`src/sv/rcc_pkg.sv`:
```
`timescale 1ns / 1ps

package rcc_pkg;

  // Sizes
  localparam int NUM_CHANNELS  = 14;
  localparam int VALUE_BITS    = 16;
  localparam int CH_BITS       = $clog2(NUM_CHANNELS);
  localparam int SEL_BITS      = 4;
  localparam int NSEL          = 1 << SEL_BITS;
  localparam int CMD_BITS      = 2;
  localparam int RAW_BITS      = 12;
  localparam int TICK_BITS     = 32;
  localparam int SCALE_BITS    = 16;
  localparam int DBAND_BITS    = 11;
  localparam int INV_BITS      = 14;
  localparam int IDX_BITS      = 20;
  localparam int FE_BITS       = 4;
  localparam int MODE_BITS     = 8;
  localparam int SWM_BITS      = 24;
  localparam int GRADE_BITS    = 2;
  localparam int CFG_IDX_BITS  = 3;
  localparam int CFG_DATA_BITS = 24;

  // Conditioning arithmetic: signed raw times unsigned scale, floor shift by ten
  localparam int PROD_BITS = RAW_BITS + SCALE_BITS + 1;
  localparam int SHIFT     = 10;
  localparam int P_BITS    = PROD_BITS - SHIFT;
  localparam int DIFF_BITS = ((P_BITS > VALUE_BITS) ? P_BITS : VALUE_BITS) + 1;

  localparam int VMAX  = (1 << (VALUE_BITS - 1)) - 1;
  localparam int VMIN  = -(1 << (VALUE_BITS - 1));
  localparam int ONE_Q = 1 << 14;
  localparam int FS_INT = (-ONE_Q < VMIN) ? VMIN : -ONE_Q;
  localparam logic signed [VALUE_BITS-1:0] FS_VAL = VALUE_BITS'(FS_INT);

  // Stick and switch thresholds, Q2.14
  localparam int THR_LOW  = -15565;
  localparam int STICK_HI = 14746;
  localparam int STICK_LO = -14746;
  localparam int HALF     = 8192;

  // Link timing, microseconds
  localparam logic [TICK_BITS-1:0] GOOD_LIMIT = TICK_BITS'(100000);
  localparam logic [TICK_BITS-1:0] LOST_LIMIT = TICK_BITS'(1500000);

  // Queue between front and back
  localparam int QDEPTH    = 2;
  localparam int QPTR_BITS = $clog2(QDEPTH);
  localparam int QCNT_BITS = $clog2(QDEPTH + 1);

  // Register indexes
  localparam logic [CFG_IDX_BITS-1:0] CFG_SCALE    = 3'd0;
  localparam logic [CFG_IDX_BITS-1:0] CFG_DBAND    = 3'd1;
  localparam logic [CFG_IDX_BITS-1:0] CFG_INVERT   = 3'd2;
  localparam logic [CFG_IDX_BITS-1:0] CFG_INDICES  = 3'd3;
  localparam logic [CFG_IDX_BITS-1:0] CFG_FEATURES = 3'd4;
  localparam logic [CFG_IDX_BITS-1:0] CFG_SAFETY   = 3'd5;
  localparam logic [CFG_IDX_BITS-1:0] CFG_SWITCH   = 3'd6;

  // Feature enable bits
  localparam int FE_CUSTOM = 0;
  localparam int FE_TEST   = 1;
  localparam int FE_GATE   = 2;
  localparam int FE_WING   = 3;

  // Selector slots in channel_indices
  localparam int SLOT_SAFETY = 0;
  localparam int SLOT_MODE   = 1;
  localparam int SLOT_CUSTOM = 2;
  localparam int SLOT_TEST   = 3;
  localparam int SLOT_GATE   = 4;

  // Switch-mode byte positions
  localparam int SW_UP   = 0;
  localparam int SW_MID  = 1;
  localparam int SW_DOWN = 2;

  typedef enum logic [CMD_BITS-1:0] {
    CMD_SAMPLE = 2'd0,
    CMD_FRAME  = 2'd1,
    CMD_TICK   = 2'd2,
    CMD_CALIB  = 2'd3
  } cmd_t;

  typedef enum logic [GRADE_BITS-1:0] {
    GRADE_GOOD = 2'd0,
    GRADE_BAD  = 2'd1,
    GRADE_LOST = 2'd2
  } grade_t;

  typedef struct packed {
    logic [SCALE_BITS-1:0] scale;
    logic [DBAND_BITS-1:0] dead_band;
    logic [INV_BITS-1:0]   invert_mask;
    logic [IDX_BITS-1:0]   channel_indices;
    logic [FE_BITS-1:0]    feature_enables;
    logic [MODE_BITS-1:0]  safety_word;
    logic [SWM_BITS-1:0]   switch_modes;
  } cfg_t;

  // Classified request as it waits for the back end
  typedef struct packed {
    cmd_t                     cmd;
    logic [SEL_BITS-1:0]      ch;
    logic                     ch_ok;
    logic                     dz;
    logic signed [P_BITS-1:0] prod;
    logic                     good;
    logic                     bad;
    logic                     lost;
  } qent_t;

  function automatic logic signed [VALUE_BITS-1:0] sat_value(
    input logic signed [DIFF_BITS-1:0] v
  );
    logic signed [DIFF_BITS-1:0] hi;
    logic signed [DIFF_BITS-1:0] lo;
    hi = DIFF_BITS'(VMAX);
    lo = DIFF_BITS'(VMIN);
    if (v > hi) return hi[VALUE_BITS-1:0];
    if (v < lo) return lo[VALUE_BITS-1:0];
    return v[VALUE_BITS-1:0];
  endfunction

endpackage

```
`src/sv/rcc_in_if.sv`:
```
`timescale 1ns / 1ps

interface rcc_in_if;
  import rcc_pkg::*;

  logic                       valid;
  logic                       ready;
  logic [CMD_BITS-1:0]        cmd;
  logic [SEL_BITS-1:0]        channel_index;
  logic signed [RAW_BITS-1:0] raw_value;
  logic [TICK_BITS-1:0]       elapsed_ticks;

  modport source (output valid, cmd, channel_index, raw_value, elapsed_ticks, input ready);
  modport sink   (input valid, cmd, channel_index, raw_value, elapsed_ticks, output ready);
endinterface

```
`src/sv/rcc_out_if.sv`:
```
`timescale 1ns / 1ps

interface rcc_out_if;
  import rcc_pkg::*;

  logic                         valid;
  logic                         ready;
  logic signed [VALUE_BITS-1:0] channel_value;
  logic [GRADE_BITS-1:0]        link_quality;
  logic [MODE_BITS-1:0]         desired_mode;

  modport source (output valid, channel_value, link_quality, desired_mode, input ready);
  modport sink   (input valid, channel_value, link_quality, desired_mode, output ready);
endinterface

```
`src/sv/rcc_front.sv`:
```
`timescale 1ns / 1ps

module rcc_front (
  input  rcc_pkg::cfg_t  cfg,
  rcc_in_if.sink         items,
  input  logic           space,
  output logic           push,
  output rcc_pkg::qent_t entry
);
  import rcc_pkg::*;

  logic signed [SCALE_BITS:0]   scale_s;
  logic signed [PROD_BITS-1:0]  prod_full;
  logic signed [PROD_BITS-1:0]  prod_sh;
  logic signed [P_BITS-1:0]     p;
  logic signed [RAW_BITS:0]     raw_x;
  logic signed [RAW_BITS:0]     dz_x;
  logic [NSEL-1:0]              inv_pad;
  logic                         inv;

  // Handshake: take a request whenever the queue has room
  assign items.ready = space;
  assign push        = items.valid && space;

  // Raw times scale, floor shift into Q2.14
  assign scale_s   = $signed({1'b0, cfg.scale});
  assign prod_full = items.raw_value * scale_s;
  assign prod_sh   = prod_full >>> SHIFT;
  assign p         = prod_sh[P_BITS-1:0];

  // Per-channel inversion; bits beyond the mask read as zero
  assign inv_pad = NSEL'(cfg.invert_mask);
  assign inv     = inv_pad[items.channel_index];

  // Dead zone test in one extra bit so the negated band fits
  assign raw_x = (RAW_BITS+1)'(items.raw_value);
  assign dz_x  = $signed((RAW_BITS+1)'(cfg.dead_band));

  // Classified request
  always_comb begin
    entry.cmd   = cmd_t'(items.cmd);
    entry.ch    = items.channel_index;
    entry.ch_ok = {1'b0, items.channel_index} < (SEL_BITS+1)'(NUM_CHANNELS);
    entry.dz    = (raw_x < dz_x) && (raw_x > -dz_x);
    entry.prod  = inv ? -p : p;
    entry.good  = items.elapsed_ticks < GOOD_LIMIT;
    entry.bad   = items.elapsed_ticks < LOST_LIMIT;
    entry.lost  = items.elapsed_ticks > LOST_LIMIT;
  end

endmodule

```
`src/sv/rcc_queue.sv`:
```
`timescale 1ns / 1ps

module rcc_queue (
  input  logic           clk,
  input  logic           rst,
  input  logic           push,
  input  rcc_pkg::qent_t din,
  output logic           space,
  input  logic           pop,
  output rcc_pkg::qent_t dout,
  output logic           valid
);
  import rcc_pkg::*;

  qent_t                mem [QDEPTH];
  logic [QPTR_BITS-1:0] wr_ptr;
  logic [QPTR_BITS-1:0] rd_ptr;
  logic [QCNT_BITS-1:0] count;

  assign space = count < QCNT_BITS'(QDEPTH);
  assign valid = count != '0;
  assign dout  = mem[rd_ptr];

  // Entry storage
  always_ff @(posedge clk) begin
    if (push) begin
      mem[wr_ptr] <= din;
    end
  end

  // Pointers and fill count
  always_ff @(posedge clk) begin
    if (rst) begin
      wr_ptr <= '0;
      rd_ptr <= '0;
      count  <= '0;
    end else begin
      if (push) begin
        wr_ptr <= (wr_ptr == QPTR_BITS'(QDEPTH - 1)) ? '0 : wr_ptr + 1'b1;
      end
      if (pop) begin
        rd_ptr <= (rd_ptr == QPTR_BITS'(QDEPTH - 1)) ? '0 : rd_ptr + 1'b1;
      end
      if (push && !pop) begin
        count <= count + 1'b1;
      end else if (pop && !push) begin
        count <= count - 1'b1;
      end
    end
  end

  a_count_bound: assert property (@(posedge clk) disable iff (rst)
    count <= QCNT_BITS'(QDEPTH))
    else $error("queue count beyond depth");

  a_fill_step: assert property (@(posedge clk) disable iff (rst)
    push && !pop |=> count == $past(count) + 1'b1)
    else $error("queue count did not follow a lone push");

endmodule

```
`src/sv/rcc_back.sv`:
```
`timescale 1ns / 1ps

module rcc_back (
  input  logic           clk,
  input  logic           rst,
  input  rcc_pkg::cfg_t  cfg,
  input  logic           q_valid,
  input  rcc_pkg::qent_t head,
  output logic           pop,
  rcc_out_if.source      results
);
  import rcc_pkg::*;

  logic signed [VALUE_BITS-1:0] channel_store [NUM_CHANNELS];
  logic signed [VALUE_BITS-1:0] trim_store    [NUM_CHANNELS];
  grade_t                       link_grade;
  logic [MODE_BITS-1:0]         mode_word;

  logic                         fire;
  logic [CH_BITS-1:0]           idx;
  logic signed [VALUE_BITS-1:0] trim_rd;
  logic signed [VALUE_BITS-1:0] chan_rd;
  logic signed [DIFF_BITS-1:0]  s_diff;
  logic signed [DIFF_BITS-1:0]  c_diff;
  logic signed [VALUE_BITS-1:0] cv;
  logic                         failsafe;
  logic                         run_rule;
  grade_t                       grade_next;

  logic signed [VALUE_BITS-1:0] eff [NSEL];
  logic [NSEL-1:0]              gt0;
  logic [NSEL-1:0]              ge_half;
  logic [NSEL-1:0]              gt_nhalf;
  logic [SEL_BITS-1:0]          sel_safety, sel_mode, sel_custom, sel_test, sel_gate;
  logic                         t_low, y_lo, y_hi, p_hi, r_hi, r_lo;
  logic                         armed;
  logic [MODE_BITS-1:0]         nm;
  logic [MODE_BITS-1:0]         mode_next;

  // Advance when a request waits and the output register is free or draining
  assign fire = q_valid && (!results.valid || results.ready);
  assign pop  = fire;

  assign idx     = head.ch[CH_BITS-1:0];
  assign trim_rd = trim_store[idx];
  assign chan_rd = channel_store[idx];

  // Sample and calibrate values
  assign s_diff   = DIFF_BITS'(head.prod) - DIFF_BITS'(trim_rd);
  assign c_diff   = DIFF_BITS'(chan_rd) - DIFF_BITS'(trim_rd);
  assign failsafe = (head.cmd == CMD_TICK) && head.lost;
  assign run_rule = (head.cmd == CMD_FRAME) || (head.cmd == CMD_TICK);

  always_comb begin
    cv = '0;
    if (head.ch_ok) begin
      if (head.cmd == CMD_SAMPLE) begin
        cv = head.dz ? '0 : sat_value(s_diff);
      end else if (head.cmd == CMD_CALIB) begin
        cv = sat_value(c_diff);
      end
    end
  end

  // Link grade
  always_comb begin
    grade_next = link_grade;
    if (head.cmd == CMD_FRAME) begin
      if (head.good) begin
        grade_next = GRADE_GOOD;
      end else if (head.bad) begin
        grade_next = GRADE_BAD;
      end
    end else if (failsafe) begin
      grade_next = GRADE_LOST;
    end
  end

  // Channel values as the mode rule sees them: failsafe applies first,
  // selectors past the last channel read zero
  always_comb begin
    for (int i = 0; i < NSEL; i++) begin
      eff[i] = '0;
    end
    for (int i = 0; i < NUM_CHANNELS; i++) begin
      eff[i] = failsafe ? '0 : channel_store[i];
    end
    if (failsafe) begin
      eff[0] = FS_VAL;
    end
    for (int i = 0; i < NSEL; i++) begin
      gt0[i]      = eff[i] > 0;
      ge_half[i]  = eff[i] >= HALF;
      gt_nhalf[i] = eff[i] > -HALF;
    end
  end

  assign sel_safety = cfg.channel_indices[SLOT_SAFETY*SEL_BITS +: SEL_BITS];
  assign sel_mode   = cfg.channel_indices[SLOT_MODE*SEL_BITS +: SEL_BITS];
  assign sel_custom = cfg.channel_indices[SLOT_CUSTOM*SEL_BITS +: SEL_BITS];
  assign sel_test   = cfg.channel_indices[SLOT_TEST*SEL_BITS +: SEL_BITS];
  assign sel_gate   = cfg.channel_indices[SLOT_GATE*SEL_BITS +: SEL_BITS];

  // Sticks: throttle 0, roll 1, pitch 2, yaw 3
  assign t_low = eff[0] <= THR_LOW;
  assign r_hi  = eff[1] >= STICK_HI;
  assign r_lo  = eff[1] <= STICK_LO;
  assign p_hi  = eff[2] >= STICK_HI;
  assign y_hi  = eff[3] >= STICK_HI;
  assign y_lo  = eff[3] <= STICK_LO;

  // Arming by stick combination
  always_comb begin
    armed = mode_word[MODE_BITS-1];
    if (cfg.feature_enables[FE_WING]) begin
      if (t_low && y_lo) begin
        armed = 1'b1;
      end else if (t_low && y_hi) begin
        armed = 1'b0;
      end
    end else begin
      if (t_low && y_lo && p_hi && r_hi) begin
        armed = 1'b1;
      end else if (t_low && y_hi && p_hi && r_lo) begin
        armed = 1'b0;
      end
    end
  end

  // Mode rule: safety switch, three-position switch, custom and test bits, gate hold
  always_comb begin
    if (gt0[sel_safety]) begin
      nm = {armed, cfg.safety_word[MODE_BITS-2:0]};
    end else begin
      if (ge_half[sel_mode]) begin
        nm = cfg.switch_modes[SW_UP*MODE_BITS +: MODE_BITS];
      end else if (gt_nhalf[sel_mode]) begin
        nm = cfg.switch_modes[SW_MID*MODE_BITS +: MODE_BITS];
      end else begin
        nm = cfg.switch_modes[SW_DOWN*MODE_BITS +: MODE_BITS];
      end
      if (cfg.feature_enables[FE_CUSTOM]) begin
        nm[0] = gt0[sel_custom];
      end
      if (cfg.feature_enables[FE_TEST]) begin
        nm[1] = gt0[sel_test];
      end
      // switch path may only keep an existing arm, never set one
      nm[MODE_BITS-1] = armed && mode_word[MODE_BITS-1];
    end
    mode_next = (cfg.feature_enables[FE_GATE] && !ge_half[sel_gate]) ? mode_word : nm;
  end

  // Channel and trim stores
  always_ff @(posedge clk) begin
    if (rst) begin
      for (int i = 0; i < NUM_CHANNELS; i++) begin
        channel_store[i] <= '0;
        trim_store[i]    <= '0;
      end
    end else if (fire) begin
      if (failsafe) begin
        for (int i = 0; i < NUM_CHANNELS; i++) begin
          channel_store[i] <= '0;
        end
        channel_store[0] <= FS_VAL;
      end else if (head.ch_ok && head.cmd == CMD_SAMPLE) begin
        channel_store[idx] <= cv;
      end else if (head.ch_ok && head.cmd == CMD_CALIB) begin
        trim_store[idx] <= cv;
      end
    end
  end

  // Link grade and mode word
  always_ff @(posedge clk) begin
    if (rst) begin
      link_grade <= GRADE_GOOD;
      mode_word  <= '0;
    end else if (fire) begin
      link_grade <= grade_next;
      if (run_rule) begin
        mode_word <= mode_next;
      end
    end
  end

  // Output register
  always_ff @(posedge clk) begin
    if (rst) begin
      results.valid <= 1'b0;
    end else if (fire) begin
      results.valid <= 1'b1;
    end else if (results.ready) begin
      results.valid <= 1'b0;
    end
  end

  always_ff @(posedge clk) begin
    if (fire) begin
      results.channel_value <= cv;
      results.link_quality  <= grade_next;
      results.desired_mode  <= run_rule ? mode_next : mode_word;
    end
  end

  a_sample_keeps_mode: assert property (@(posedge clk) disable iff (rst)
    fire && head.cmd == CMD_SAMPLE |=> $stable(mode_word))
    else $error("mode word moved on a sample");

  a_failsafe_lost: assert property (@(posedge clk) disable iff (rst)
    fire && failsafe |=> link_grade == GRADE_LOST && channel_store[0] == FS_VAL)
    else $error("failsafe did not take effect");

  a_fire_shows: assert property (@(posedge clk) disable iff (rst)
    fire |=> results.valid)
    else $error("executed request produced no result");

endmodule

```
`src/sv/rc_channel_conditioner_mode_select_core.sv`:
```
`timescale 1ns / 1ps

// Channel   Dir  Handshake              Payload
// items     in   valid / ready          cmd, channel_index, raw_value, elapsed_ticks
// results   out  valid / ready          channel_value, link_quality, desired_mode
// cfg       in   cfg_write (no stall)   cfg_index, cfg_data
//
// One request per cycle sustained while results are not stalled; a taken request
// enters the queue and its result is registered on leaving it (multiply and
// classification ahead of the queue, store update and mode rule in the back).
// rst is synchronous: stores, trims, link grade, mode word and registers are loaded
// with their reset values directly, no clearing pass.
// A two-entry queue parts front and back; items.ready falls only when it is full
// while results are stalled.
module rc_channel_conditioner_mode_select_core (
  input  logic                               clk,
  input  logic                               rst,
  input  logic                               cfg_write,
  input  logic [rcc_pkg::CFG_IDX_BITS-1:0]   cfg_index,
  input  logic [rcc_pkg::CFG_DATA_BITS-1:0]  cfg_data,
  rcc_in_if.sink                             items,
  rcc_out_if.source                          results
);
  import rcc_pkg::*;

  cfg_t  cfg;
  qent_t f_entry;
  qent_t q_head;
  logic  f_push;
  logic  q_space;
  logic  q_valid;
  logic  b_pop;

  // Configuration registers
  always_ff @(posedge clk) begin
    if (rst) begin
      cfg.scale           <= SCALE_BITS'(19065);
      cfg.dead_band       <= DBAND_BITS'(30);
      cfg.invert_mask     <= '0;
      cfg.channel_indices <= '0;
      cfg.feature_enables <= '0;
      cfg.safety_word     <= '0;
      cfg.switch_modes    <= '0;
    end else if (cfg_write) begin
      case (cfg_index)
        CFG_SCALE:    cfg.scale           <= cfg_data[SCALE_BITS-1:0];
        CFG_DBAND:    cfg.dead_band       <= cfg_data[DBAND_BITS-1:0];
        CFG_INVERT:   cfg.invert_mask     <= cfg_data[INV_BITS-1:0];
        CFG_INDICES:  cfg.channel_indices <= cfg_data[IDX_BITS-1:0];
        CFG_FEATURES: cfg.feature_enables <= cfg_data[FE_BITS-1:0];
        CFG_SAFETY:   cfg.safety_word     <= cfg_data[MODE_BITS-1:0];
        CFG_SWITCH:   cfg.switch_modes    <= cfg_data[SWM_BITS-1:0];
        default: begin
        end
      endcase
    end
  end

  rcc_front u_front (
    .cfg   (cfg),
    .items (items),
    .space (q_space),
    .push  (f_push),
    .entry (f_entry)
  );

  rcc_queue u_queue (
    .clk   (clk),
    .rst   (rst),
    .push  (f_push),
    .din   (f_entry),
    .space (q_space),
    .pop   (b_pop),
    .dout  (q_head),
    .valid (q_valid)
  );

  rcc_back u_back (
    .clk     (clk),
    .rst     (rst),
    .cfg     (cfg),
    .q_valid (q_valid),
    .head    (q_head),
    .pop     (b_pop),
    .results (results)
  );

endmodule

```
`src/flat_wrapper.sv`:
```
// flat-port wrapper written by rule: the top's interface ports become plain ports
module rc_channel_conditioner_mode_select_core_flat import rcc_pkg::*;
  (clk, rst, cfg_write, cfg_index, cfg_data, items_valid, items_cmd, items_channel_index, items_raw_value, items_elapsed_ticks, items_ready, results_valid, results_channel_value, results_link_quality, results_desired_mode, results_ready);
  rcc_in_if items_i ();
  rcc_out_if results_i ();
  input  logic clk;
  input  logic rst;
  input  logic cfg_write;
  input  logic [rcc_pkg::CFG_IDX_BITS-1:0] cfg_index;
  input  logic [rcc_pkg::CFG_DATA_BITS-1:0] cfg_data;
  input wire logic [$bits(items_i.valid)-1:0] items_valid;
  input wire logic [$bits(items_i.cmd)-1:0] items_cmd;
  input wire logic [$bits(items_i.channel_index)-1:0] items_channel_index;
  input wire logic [$bits(items_i.raw_value)-1:0] items_raw_value;
  input wire logic [$bits(items_i.elapsed_ticks)-1:0] items_elapsed_ticks;
  output wire logic [$bits(items_i.ready)-1:0] items_ready;
  output wire logic [$bits(results_i.valid)-1:0] results_valid;
  output wire logic [$bits(results_i.channel_value)-1:0] results_channel_value;
  output wire logic [$bits(results_i.link_quality)-1:0] results_link_quality;
  output wire logic [$bits(results_i.desired_mode)-1:0] results_desired_mode;
  input wire logic [$bits(results_i.ready)-1:0] results_ready;
  assign items_i.valid = items_valid;
  assign items_i.cmd = items_cmd;
  assign items_i.channel_index = items_channel_index;
  assign items_i.raw_value = items_raw_value;
  assign items_i.elapsed_ticks = items_elapsed_ticks;
  assign items_ready = items_i.ready;
  assign results_valid = results_i.valid;
  assign results_channel_value = results_i.channel_value;
  assign results_link_quality = results_i.link_quality;
  assign results_desired_mode = results_i.desired_mode;
  assign results_i.ready = results_ready;
  rc_channel_conditioner_mode_select_core u_core (.clk(clk), .rst(rst), .cfg_write(cfg_write), .cfg_index(cfg_index), .cfg_data(cfg_data), .items(items_i), .results(results_i));
endmodule
```
`config.mk`:
```
export PLATFORM = sky130hd
export DESIGN_NAME = rc_channel_conditioner_mode_select_core_flat
export DESIGN_NICKNAME = d
export VERILOG_FILES = /design/src/sv/rcc_pkg.sv /design/src/sv/rcc_in_if.sv /design/src/sv/rcc_out_if.sv /design/src/sv/rcc_front.sv /design/src/sv/rcc_queue.sv /design/src/sv/rcc_back.sv /design/src/sv/rc_channel_conditioner_mode_select_core.sv /design/src/flat_wrapper.sv
export SDC_FILE = /design/constraint.sdc
export NUM_CORES = 2
export LEC_CHECK = 0
export ABC_AREA = 1
export ABC_CLOCK_PERIOD_IN_PS = 19260
export BUFFER_PORTS_ARGS = -buffer_cell sky130_fd_sc_hd__buf_2
export CAP_MARGIN = 20
export CORE_MARGIN = 1
export CORE_UTILIZATION = 40
export DETAILED_ROUTE_END_ITERATION = 16
export SLEW_MARGIN = 10
export SYNTH_ARGS = -nofsm -noshare
export SYNTH_HDL_FRONTEND = slang
export SYNTH_SLANG_ARGS = --single-unit
```
`constraint.sdc`:
```
create_clock -name clk -period 19.26 [get_ports clk]
set_input_delay 3.852 -clock clk [delete_from_list [all_inputs] [get_ports clk]]
set_output_delay 3.852 -clock clk [all_outputs]
set_load 0.05 [all_outputs]
```
==> metrics.cfg <==
[clock_tree]
cts_buffer_depth = 3
htreeDepth = 3
cts_hold_buf = 0
cts.sinks = 707
cts_resized = 0
post_cts_buffers = 0
clk_latency_ns = 0.66
clkTransAtPathRegs_ns = 0.06
cts_buffers = 81
cts_tree = yes
root_buffer = clkbuf_16

[finish]
final_nets = 4916
finalInstanceArea_sq_um = 45900
drive_gt1_share_pct = 10.3
area_growth_pct = 10.5

[timing]
worst_hold_slack_ns = 0.451
rsz0062_at_grt = no
post-route-min-period_ns = 9.66
setup_viol = 0
post-route-period-util_pct = 50.2
slew_violations = 0
finClkSkew_ns = 0.0520
timing.fmax_ghz = 0.103
slew_headroom_pct = 24.0
finalSetupTns_ns = 0
worst_slack_ns = 9.60
finalHoldViolCount = 0
tightest_slew_ns = 1.11

[synthesis]
syn_area_sq_um = 41600
synthTopCellsByArea = edfxtp_1 43%, nand2_1 6.9%, fa_1 6.8%, nor2_1 6.0%, dfxtp_1 5.2%
ys_seq_area_share_pct = 48.4
synth_ff_type = edfxtp_1
yosysTopAreaCell = edfxtp_1
synth_area_per_cell_sq_um = 9.15
synthArstFlopShare_pct = 0
synth_cell_type_count = 67
synth_top_area_share_pct = 43.2
synth_warnings = 0
synth-seq-cells = 707
syn_nets = 4915
synthCells = 4546
synth_edf_count = 598
synthTopCellsByCount = 761 x nand2_1, 666 x nor2_1, 598 x edfxtp_1
yosysMostFrequentCell = nand2_1

[run]
drv_cap = 0

[die]
die_y_microns = 324
start_util_pct = 40.6
die_w_microns = 324
core.rowCount = 117
ios = 110
dieArea_sq_um = 105000
core_area_sq_um = 102000

[global_route]
grt.overflow.total = 0
grt_usage_pct = 23.6
grt_pass1_wl_microns = 191000
grt_max_degree = 99
antenna_found_initial = 8
grt_pass1_vias = 31100

[min_path]
hp-class = flip-flop to flip-flop
worstHoldStart = u_core.cfg[26]$_SDFFE_PP0P_

[detailed_routing]
vias = 32800
wl_microns = 126000
viasPerCell = 5.49
wl_per_cell_microns = 21.1
drc = 0
antenna_left = 0
drt_pass1_iterations = 7
drtIter0Drc = 3415

[place]
pre_cts_slack_ns = 8.98
io_buffers = 108
hpwl_microns = 86100
post_dp_cell_area_sq_um = 43200
globalplace.congestion = 0.903

[outcome]
status = finished, final reports clean

[worst_setup_path]
arrival_ns = 10.03
critPathCaptureType = flip-flop
path_buf_inv = 5
start_kind = primary input
cp_slowest_cell = fa_1
path_cells = buf_2 -> inv_1 -> nor2_1 -> fa_1 -> fa_1 -> fa_1 -> fa_1 -> inv_1 -> fa_1 -> inv_1 -> ha_1 -> a21oi_1 -> o21ai_0 -> a21oi_1 -> nand2_1 -> a21boi_0 -> xor2_1 -> inv_1 -> nor3_1 -> nand3_1 -> nand2_1 -> nand2_1 -> nand2_1 -> nand2_1
critPathMaxFanout = 16
slowest_delay_ns = 0.54
cp.required_ns = 19.62
crit_start = items_raw_value[11]
path_delay_family = adder cells
crit_type = primary input to flip-flop

[metrics by stage]
stage	utilization, %	std cells
final	44.8	5982
after global routing	44.8	5979
after floorplan	-	4546
after global placement	42.2	5829
after detailed placement	42.2	5830
after CTS	44.8	5977
[tightest hold or removal path: stages, from the launching register on]
cell,delay [ns]
dfxtp_1,0.30
inv_1,0.06
a21oi_1,0.05
[path summary, 6_finish.rpt]
path                                                  end  slack, ns  depth (start not counted)
max reg2reg  u_core.u_back.channel_store[14][4]$_DFFE_PP_      11.35                         31
min reg2reg                   u_core.cfg[26]$_SDFFE_PP0P_       0.45                          2
min                           u_core.cfg[26]$_SDFFE_PP0P_       0.45                          2
max                   u_core.u_queue.mem[1][19]$_DFFE_PP_       9.60                         24
[sequential cells by signal (all words and copies together) (netlist names), 2 cells and up, named ones only]
name / count
u_core.u_back.channel_store: 256
u_core.u_back.mode_word: 8
u_core.cfg: 93
u_core.u_queue.count: 2
u_core.u_back.trim_store: 256
u_core.u_queue.mem: 60
u_core.u_back.link_grade: 2
u_core.u_back.results.desired_mode: 8
u_core.u_back.results.link_quality: 2
u_core.u_back.results.channel_value: 16
[routing by layer]
layer,wire (microns),vias up,track usage [%]
met1,55200,15900,33.5
li1,-,15300,-
met3,10500,235,3.87
met5,66,-,0
met2,56700,1405,36.9
met4,3660,10,7.14
[layout by cell type, fill, tap and decap left out, drive strengths merged, types with 6 or more instances in the layout]
cell type,count
a21boi,18
o21ai,252
dfxtp,109
inv,568
a221oi,15
clkbuf,98
fa,141
nand3,180
clkinv,42
xnor2,18
a21oi,206
o31ai,19
nor4,10
nand2,764
nor3,66
o221ai,32
nor2,758
edfxtp,598
nand4,41
o22ai,37
bufinv,6
ha,146
o211ai,32
a22oi,145
a2111oi,13
xor2,49
buf,163
o21bai,8
or2,23
[logic make-up after synthesis]
kind of cell             count (synthesis)  synth area share (%)
flip-flops                             707                  48.4
adder cells (fa/ha/maj)                287                  11.2
XOR/XNOR                                67                  1.41
AO/OA/AOI/OAI                          811                  12.2
buffers and inverters                  817                  8.02
multiplexers                             3                0.0722
AND/OR/NAND/NOR                       1854                  18.7
[cell type report]
class	count	area [sq um]
fillers	9829	56500
flip-flops and latches	707	20100
multi-input cells	3022	18300
inverters	572	2150
clock buffers	98	2130
well taps	1368	1710
repair buffers	163	998
clock inverters	49	498
diodes	3	7.51
Power is not shown: default switching activity piles up to over one toggle a cycle in this logic, so the estimate is an artifact.
